**src/hdl/cmbd_pkg.sv**
```systemverilog
// ----------------------------------------------------------------------------
// cmbd_pkg
// Shared types, codes and lane helpers of the memory bus decoder.
// ----------------------------------------------------------------------------
package cmbd_pkg;

   localparam int WORD_W            = 32;
   localparam int RAM_WORDS_DEF     = 524288;
   localparam int SCRATCH_WORDS_DEF = 256;
   localparam int RAM_WORD_IDX_W    = 21;   // word index within an 8 MB segment
   localparam int FWD_W             = 19;

   // commands
   localparam logic CMD_READ  = 1'b0;
   localparam logic CMD_WRITE = 1'b1;

   // access sizes
   localparam logic [1:0] SZ_BYTE = 2'd0;
   localparam logic [1:0] SZ_HALF = 2'd1;
   localparam logic [1:0] SZ_WORD = 2'd2;
   localparam logic [1:0] SZ_WIDE = 2'd3;

   // result targets
   localparam logic [2:0] TGT_RAM     = 3'd0;
   localparam logic [2:0] TGT_SCRATCH = 3'd1;
   localparam logic [2:0] TGT_BIU     = 3'd2;
   localparam logic [2:0] TGT_BIOS    = 3'd3;
   localparam logic [2:0] TGT_HW      = 3'd4;
   localparam logic [2:0] TGT_NONE    = 3'd5;

   // address map, as address[31:23], address[31:19] and address[31:16]
   localparam logic [8:0]  SEG_RAM_USER   = 9'h000;
   localparam logic [8:0]  SEG_RAM_CACHED = 9'h100;
   localparam logic [8:0]  SEG_RAM_UNCACH = 9'h140;
   localparam logic [12:0] BIOS_USER      = 13'h03F8;
   localparam logic [12:0] BIOS_CACHED    = 13'h13F8;
   localparam logic [12:0] BIOS_UNCACH    = 13'h17F8;
   localparam logic [15:0] IO_USER        = 16'h1F80;
   localparam logic [15:0] IO_CACHED      = 16'h9F80;
   localparam logic [15:0] IO_UNCACH      = 16'hBF80;
   localparam logic [15:0] SCRATCH_LIMIT  = 16'h0400;
   localparam logic [31:0] BIU_ADDR       = 32'hFFFE0130;

   typedef struct packed {
      logic                cmd;
      logic [1:0]          access_size;
      logic [WORD_W-1:0]   address;
      logic [WORD_W-1:0]   write_data;
   } cmbd_req_type;

   typedef struct packed {
      logic [WORD_W-1:0]   read_data;
      logic [2:0]          target;
      logic [FWD_W-1:0]    forward_offset;
   } cmbd_rsp_type;

   typedef struct packed {
      logic [2:0]          target;
      logic                wr;
      logic [1:0]          size;
      logic [1:0]          byte_off;
      logic [FWD_W-1:0]    fwd;
   } cmbd_dec_type;

   function automatic logic [WORD_W-1:0] lane_read(input logic [WORD_W-1:0] word,
                                                   input logic [1:0] off,
                                                   input logic [1:0] size);
      logic [WORD_W-1:0] tmp;
      tmp = '0;
      case (size)
         SZ_BYTE: begin
            tmp = word >> {off, 3'b000};
            tmp = {24'h0, tmp[7:0]};
         end
         SZ_HALF: begin
            tmp = word >> {off[1], 4'b0000};
            tmp = {16'h0, tmp[15:0]};
         end
         default: tmp = word;
      endcase
      return tmp;
   endfunction

   function automatic logic [WORD_W-1:0] lane_write(input logic [WORD_W-1:0] word,
                                                    input logic [1:0] off,
                                                    input logic [1:0] size,
                                                    input logic [WORD_W-1:0] data);
      logic [4:0]        sh;
      logic [WORD_W-1:0] mask;
      logic [WORD_W-1:0] res;
      sh   = '0;
      mask = '0;
      res  = data;
      case (size)
         SZ_BYTE: begin
            sh   = {off, 3'b000};
            mask = 32'h0000_00FF << sh;
            res  = (word & ~mask) | ((data << sh) & mask);
         end
         SZ_HALF: begin
            sh   = {off[1], 4'b0000};
            mask = 32'h0000_FFFF << sh;
            res  = (word & ~mask) | ((data << sh) & mask);
         end
         default: res = data;
      endcase
      return res;
   endfunction

endpackage

```
**src/hdl/cmbd_decode.sv**
```systemverilog
// ----------------------------------------------------------------------------
// cmbd_decode
// Aligns the address and maps an access to RAM, scratchpad, BIOS, I/O,
// the bus-interface register or nothing.
// ----------------------------------------------------------------------------
module cmbd_decode
   import cmbd_pkg::*;
#(
   parameter int RAM_WORDS     = RAM_WORDS_DEF,
   parameter int SCRATCH_WORDS = SCRATCH_WORDS_DEF
) (
   input  cmbd_req_type                     req,
   input  logic                             iso_en,
   output cmbd_dec_type                     dec,
   output logic [RAM_WORD_IDX_W-1:0]        ram_word,
   output logic [$clog2(SCRATCH_WORDS)-1:0] scr_idx
);

   localparam int SCR_AW = $clog2(SCRATCH_WORDS);

   logic [1:0]  size_n;
   logic [31:0] addr;
   logic [10:0] sv;
   logic        blocked;

   always_comb begin
      size_n = (req.access_size == SZ_WIDE) ? SZ_WORD : req.access_size;
      addr   = req.address;
      if (size_n == SZ_HALF) begin
         addr[0] = 1'b0;
      end else if (size_n == SZ_WORD) begin
         addr[1:0] = 2'b00;
      end

      ram_word = addr[22:2];
      blocked  = (req.cmd == CMD_WRITE) && iso_en &&
                 (addr[31:23] != SEG_RAM_UNCACH) &&
                 ({1'b0, ram_word} < 22'(RAM_WORDS));

      // scratch word index folded into the store, at most three subtracts
      sv = {3'b000, addr[9:2]};
      for (int i = 0; i < 3; i++) begin
         if (sv >= 11'(SCRATCH_WORDS)) begin
            sv = sv - 11'(SCRATCH_WORDS);
         end
      end
      scr_idx = sv[SCR_AW-1:0];

      dec.wr       = req.cmd;
      dec.size     = size_n;
      dec.byte_off = addr[1:0];
      dec.fwd      = '0;
      dec.target   = TGT_NONE;

      if (addr[31:23] inside {SEG_RAM_USER, SEG_RAM_CACHED, SEG_RAM_UNCACH}) begin
         dec.target = blocked ? TGT_NONE : TGT_RAM;
      end else if (addr[31:19] inside {BIOS_USER, BIOS_CACHED, BIOS_UNCACH}) begin
         if (req.cmd == CMD_READ) begin
            dec.target = TGT_BIOS;
            dec.fwd    = addr[18:0];
         end
      end else if (addr[31:16] inside {IO_USER, IO_CACHED, IO_UNCACH}) begin
         if (addr[15:0] < SCRATCH_LIMIT) begin
            dec.target = TGT_SCRATCH;
         end else begin
            dec.target = TGT_HW;
            dec.fwd    = {3'b000, addr[15:0]};
         end
      end else if (size_n == SZ_WORD && addr == BIU_ADDR) begin
         dec.target = TGT_BIU;
      end
   end

endmodule

```
**config.mk**
```make
export PLATFORM = sky130hd
export DESIGN_NAME = cmbd_decode
export DESIGN_NICKNAME = d
export VERILOG_FILES = /design/src/hdl/cmbd_pkg.sv /design/src/hdl/cmbd_decode.sv
export SDC_FILE = /design/constraint.sdc
export NUM_CORES = 1
export LEC_CHECK = 0
export BUFFER_PORTS_ARGS = -buffer_cell sky130_fd_sc_hd__buf_2
export CORE_UTILIZATION = 29
export DETAILED_ROUTE_END_ITERATION = 8
export PLACE_DENSITY = 0.87
export SLEW_MARGIN = 20
export SYNTH_ARGS = -nofsm -noshare
export SYNTH_HDL_FRONTEND = slang
export SYNTH_SLANG_ARGS = --single-unit
```
**constraint.sdc**
```tcl
create_clock -name vclk -period 2.13
set_input_delay 0.1065 -clock vclk [all_inputs]
set_output_delay 0.1065 -clock vclk [all_outputs]
set_load 0.01 [all_outputs]
```
==> out/qor.csv, run 1 <==
metric,value,unit
GP Congestion,0.713,
PwrDens,140,nW/um^2
Pleak,0.566,nW
Synth area leader,buf_4,
first-pass GRT wire length,2.86,mm
Synth Instances,92,
Mapped Area,693,um^2
initial core utilization,31.0,%
global route hottest layer,met2,
met1 Use GR,15.8,%
"Worst Setup Slack, final",0.602,ns
CP arrival,1.42,ns
most frequent cell after synthesis,buf_4,
# IOs,124,
Non-Filler Instances,181,
initial antenna violation count,0,
routed len/inst,10.5,um
synth-to-layout area growth,38.4,%
final net count,223,
GRT Overall Usage,13.8,%
max-cap viol count,0,
DR pass1 iterations,2,
Pwr Total,0.000134,W
Setup CP Type,in -> out,
CP Capture Type,output port,
Hold Path Origin,req[47],
"Core Util, Final",43.0,%
Tcrit/Tclk final,71.7,%
sequential area share after synthesis,0,%
Critical Path Source Type,primary input,
DIE AREA,2590,um^2
unrepaired setup endpoints after global routing,no,
clock buffers,0,
hold depth,2,
commonest cells in the netlist,"30 x buf_4, 11 x nor3b_1, 9 x nor2_1",
met3 Use GR,0.298,%
Syn Area/Cell,7.53,um^2
via count,829,
Place WS,0.559,ns
status,finished clean,
# DRC,0,
HPWL after DPL,1.71,mm
Core Rows,17,
vias in the first global route,716,
hold_buf cts,0,
post-CTS resize count,0,
Routed Antenna Nets,0,
FMAX,654,MHz
final hold vios,0,
Placed Cells,181,
largest net degree at the start of global routing,11,
minimum clock period after layout,1.53,ns
peak supply drop,59.3,uV
Synthesized Nets,160,
setup bufs post-CTS,0,
critical-path maximum fanout,2,
routed wire length,1.89,mm
Yosys top cell area share,32.5,%
hold path endpoint,ram_word[13],
FF/Latch Area,0,um^2
Die Ht,50.9,um
GR Overflow Total,0,
Final setup viols,0,
Die W,50.9,um
layout cells sized above 1,68.0,%
warnings from Yosys,0,
Worst Max-Slew Pin Slew,0.638,ns
violation count after the first detailed-routing iteration,10,
port bufs,92,
Slew Limit Fails,0,
worst rel slew slack,56.4,%
Core Box Area,2230,um^2
Seq cells,0,
library cells used by synthesis,28,
Worst EP required,2.02,ns
Hold Crit Class,in -> out,
setup TNS,0,ns
Synth area leaders,"buf_4 32%, nor3b_1 12%, nor4_4 6.1%",
antenna cells,0,
met2 Use GR,29.3,%
vias per cell,4.58,
[metrics by stage]
stage / hold WS (ns) / area, um^2
floorplan: 0.259 / 693
global placement: 0.426 / 960
detailed placement: 0.428 / 960
CTS: 0.429 / 960
global route: 0.439 / 960
finish: 0.427 / 960
[per-layer routing]
metal | up-vias | part of all wire [%]
li1 | 419 | -
met1 | 368 | 41
met2 | 42 | 53
met3 | 0 | 5.7
met4 | 0 | 0
met5 | - | 0
[final cells by class]
cell class | instances | area [um^2]
fillers | 259 | 1270
inverters | 7 | 26.3
multi-input cells | 54 | 438
well taps | 28 | 35.0
repair buffers | 92 | 460
[power by group]
group	switching, W	internal (W)
combinational	0.0000725	0.0000615
clock	0	0
sequential	0	0
total	0.0000725	0.0000615
[cells by family (layout without fill, tap and decap cells)]
group / count (synthesis) / count (layout) / synth area share, %
AO/OA/AOI/OAI: 8 / 8 / 14.1
buffers and inverters: 38 / 99 / 36.8
AND/OR/NAND/NOR: 46 / 46 / 49.1
[cell usage in the layout, fill, tap and decap left out, types with 2 or more instances in the layout]
master,count
and3_1,3
buf_2,92
inv_1,7
nand2_1,4
nand2_2,2
nand4b_1,2
nor2_1,9
nor2b_1,2
nor3b_1,11
nor4_1,2
nor4_4,2
nor4bb_1,2
[worst max-delay path: stages]
cell and delay (ns):
buf_2 0.11, nor4_1 0.26, nand2_1 0.09, a2111oi_0 0.58, a211oi_1 0.11, buf_2 0.18
[how the worst max path moves through the flow]
stage,start,to
finish,req[57],dec[26]
CTS,req[57],dec[26]
global route,req[57],dec[26]
global placement,req[57],dec[26]
detailed placement,req[57],dec[26]
floorplan,req[53],dec[2]
(Power assumes the default switching activity.)
==> run 2, diff against run 1 <==
- CORE_UTILIZATION: 29 -> 28
- PLACE_DENSITY: 0.87 -> 0.84
- clock period: 2.13 -> 1.6 ns (I/O delays scaled with it)
==> run 2 against run 1 <==
Against the previous run:
- highest routed layer unchanged
- power rose by 34%
- via count is 0.97% lower
- flip-flop and latch count is the same
- largest cell class unchanged
- critical path type unchanged
- critical endpoint is now dec[9]
- final cell count is 1.1% higher
==> out/qor.csv, run 2 (synthesized netlist as in run 1, its figures left out) <==
metric,value,unit
status,finished clean,
port bufs,92,
Final Cell Area,975,um^2
vias per cell,4.49,
DP Area,975,um^2
vias in the first global route,736,
GRT Overall Usage,14.2,%
critical-path maximum fanout,10,
Seq cells,0,
CP arrival,1.31,ns
DIE AREA,2680,um^2
cell at the slowest stage of the critical path,nor4_4,
Final setup viols,0,
"most common cell after layout, fill and taps aside",buf_2,
unrepaired setup endpoints after global routing,no,
largest net degree at the start of global routing,11,
routed wire length,2.00,mm
Critical Path Source Type,primary input,
layout cells sized above 1,68.4,%
"CP delay by family, top",simple AND/OR/NAND/NOR gates,
via count,821,
setup bufs post-CTS,0,
FF/Latch Area,0,um^2
Hold Crit Class,in -> out,
Hold Path Origin,req[47],
Die Ht,51.8,um
Tcrit/Tclk final,87.2,%
setup TNS,0,ns
capture point of the critical path,dec[9],
Reg power frac,0,%
Placed Cells,183,
DR pass1 iterations,3,
FMAX,717,MHz
worst path cell trace,buf_2 > or2_4 > nor4_4 > a21oi_4 > nor3b_1 > buf_2,
first-pass GRT wire length,3.04,mm
post-CTS resize count,0,
fillers,248,
Net Switching,0.0000969,W
Slew Limit Fails,0,
PwrDens,185,nW/um^2
Non-Filler Instances,183,
routed len/inst,10.9,um
Internal,0.0000832,W
antenna cells,0,
final net count,225,
critical path depth,6,
Clk pwr share,0,%
Routed Antenna Nets,0,
Setup CP Type,in -> out,
combinational power share,100.0,%
minimum clock period after layout,1.39,ns
Pleak,0.577,nW
GR Overflow Total,0,
CP dominant cell by count,buf_2,
worst rel slew slack,72.9,%
Worst EP required,1.52,ns
Core Rows,17,
Sw Ratio,53.8,%
CP startpoint,req[53],
"Worst Setup Slack, final",0.205,ns
max-cap viol count,0,
initial core utilization,30.5,%
Bufs and invs on worst path,2,
Place WS,0.194,ns
final hold vios,0,
CP Capture Type,output port,
Worst Max-Slew Pin Slew,0.404,ns
"slowest stage delay, CP",0.30,ns
violation count after the first detailed-routing iteration,2,
hold_buf cts,0,
# DRC,0,
Core Box Area,2280,um^2
# IOs,124,
HPWL after DPL,1.81,mm
"Core Util, Final",42.8,%
GP Congestion,0.725,
synth-to-layout area growth,40.6,%
clock buffers,0,
initial antenna violation count,0,
Die W,51.8,um
peak supply drop,67.2,uV
most frequent cells in the layout,"92 x buf_2, 11 x nor3b_1, 9 x nor2_1",
## run 2: cell count changes in the layout (fill, tap and decap cells not counted), sizes merged
cell and delta:
buf +2
## run 2: how the worst min path moves through the flow
stage                         to  depth (start not counted)
finish              ram_word[13]                          2
global route         ram_word[4]                          2
CTS                 ram_word[13]                          2
detailed placement  ram_word[13]                          2
global placement    ram_word[13]                          2
floorplan                dec[21]                          1
## run 2: power groups by stage
stage | clock network, W | logic (W) | registers [W]
6_report | 0 | 0.000180 | 0
5_1_grt | 0 | 0.000199 | 0
4_1_cts | 0 | 0.000183 | 0
3_5_place_dp | 0 | 0.000182 | 0
3_3_place_gp | 0 | 0.000180 | 0
2_1_floorplan | 0 | 0.000118 | 0
## run 2: metrics by stage
| step | total power, W | hold WS (ns) |
|---|---|---|
| 5_1_grt | 0.000199 | 0.399 |
| 3_5_place_dp | 0.000182 | 0.379 |
| 2_1_floorplan | 0.000118 | 0.206 |
| 6_report | 0.000180 | 0.381 |
| 3_3_place_gp | 0.000180 | 0.374 |
| 4_1_cts | 0.000183 | 0.382 |
## run 2: area by class of cell
cell class | count | area, um^2 | area share, %
inverter | 7 | 26.3 | 2.70
multi-input combinational | 54 | 438 | 44.9
tap | 28 | 35.0 | 3.59
timing repair buffer | 94 | 475 | 48.8
## run 2: routing by layer
layer  vias up  track usage, %  routed length [um]
li1        423               -                   -
met1       360            18.8                 842
met2        38            27.1                1030
met3         0               0                 126
met4         0               0                   0
met5         -               0                   0
==> run 3, diff against run 2 <==
- CELL_PAD_IN_SITES_DETAIL_PLACEMENT: unset -> 1
- CELL_PAD_IN_SITES_GLOBAL_PLACEMENT: unset -> 1
- CORE_UTILIZATION: 28 -> 16
- PLACE_DENSITY: 0.84 -> unset
- PLACE_DENSITY_LB_ADDON: unset -> 0.1
- SETUP_SLACK_MARGIN: unset -> 0.02
==> run 3 against run 2 <==
Against the previous run:
- highest routed layer unchanged
- first-iteration DRC count rose to 7.5 times the previous value
- combinational power up 2%
- critical path depth unchanged
- via count up 3.7%
- die area up 72%
- power up 2.3%
- largest cell class unchanged
- non-clock buffer count unchanged
==> out/qor.csv, run 3 (synthesized netlist as in run 1, its figures left out) <==
metric,value,unit
status,finished clean,
vias in the first global route,784,
antenna cells,0,
GP Congestion,0.636,
minimum clock period after layout,1.45,ns
GRT Overall Usage,9.76,%
PwrDens,184,nW/um^2
first-pass GRT wire length,3.54,mm
most frequent cells in the layout,"92 x buf_2, 11 x nor3b_1, 9 x nor2_1",
Slew Limit Fails,0,
initial antenna violation count,0,
Die Ht,67.8,um
"CP delay by family, top",simple AND/OR/NAND/NOR gates,
# DRC,0,
clock buffers,0,
Pwr Total,0.000184,W
Tcrit/Tclk final,90.7,%
area of the multi-input gates,438,um^2
Final setup viols,0,
DR pass1 iterations,3,
Die W,67.8,um
Seq cells,0,
Worst EP required,1.52,ns
Setup CP Type,in -> out,
CP Capture Type,output port,
# IOs,124,
Routed Antenna Nets,0,
max-cap viol count,0,
unrepaired setup endpoints after global routing,no,
post-CTS resize count,0,
FF/Latch Area,0,um^2
peak supply drop,41.2,uV
GR Overflow Total,0,
CP dominant cell by count,buf_2,
final net count,225,
setup TNS,0,ns
cell at the slowest stage of the critical path,nor4_4,
final hold vios,0,
Pleak,0.577,nW
Core Box Area,4090,um^2
Hold WS,0.377,ns
"most common cell after layout, fill and taps aside",buf_2,
Hold Path Origin,req[46],
HPWL after DPL,2.22,mm
setup bufs post-CTS,0,
Bufs and invs on worst path,2,
Worst Max-Slew Pin Slew,0.400,ns
CP startpoint,req[53],
CP arrival,1.37,ns
Core Rows,23,
routed wire length,2.54,mm
largest net degree at the start of global routing,11,
vias per cell,4.15,
via count,851,
"slowest stage delay, CP",0.30,ns
routed len/inst,12.4,um
synth-to-layout area growth,44.6,%
initial core utilization,17.0,%
Hold Crit Class,in -> out,
worst rel slew slack,73.1,%
port bufs,92,
FMAX,689,MHz
DIE AREA,4600,um^2
layout cells sized above 1,68.4,%
Critical Path Source Type,primary input,
critical-path maximum fanout,10,
worst path cell trace,buf_2 > or2_4 > nor4_4 > a21oi_4 > nor3b_1 > buf_2,
violation count after the first detailed-routing iteration,15,
hold_buf cts,0,
fillers,543,
## run 3: final timing paths
kind / end / depth (start not counted) / slack (ns)
min: ram_word[12] / 2 / 0.38
max: dec[8] / 6 / 0.15
## run 3: routing by layer
layer | up-vias | global-route usage, % | wire length [um]
li1 | 424 | - | -
met1 | 380 | 11.8 | 1000
met2 | 47 | 19.2 | 1310
met3 | 0 | 1.17 | 232
met4 | 0 | 0 | 0
met5 | - | 0 | 0
## run 3: where the power goes
part	internal, W	switching (W)	leakage [nW]
combinational	0.0000833	0.000101	0.577
clock	0	0	0
sequential	0	0	0
total	0.0000833	0.000101	0.577
## run 3: layout make-up
class	instances	area share [%]
well taps	50	6.24
repair buffers	94	47.4
inverters	7	2.62
multi-input cells	54	43.7
## run 3: metrics by stage
step	area, um^2	instances	setup WS (ns)	utilization, %
global placement	1000	205	0.190	24.5
floorplan	693	92	0.438	-
global route	1000	205	0.0331	24.5
finish	1000	205	0.149	24.5
CTS	1000	205	0.136	24.5
detailed placement	1000	205	0.145	24.5
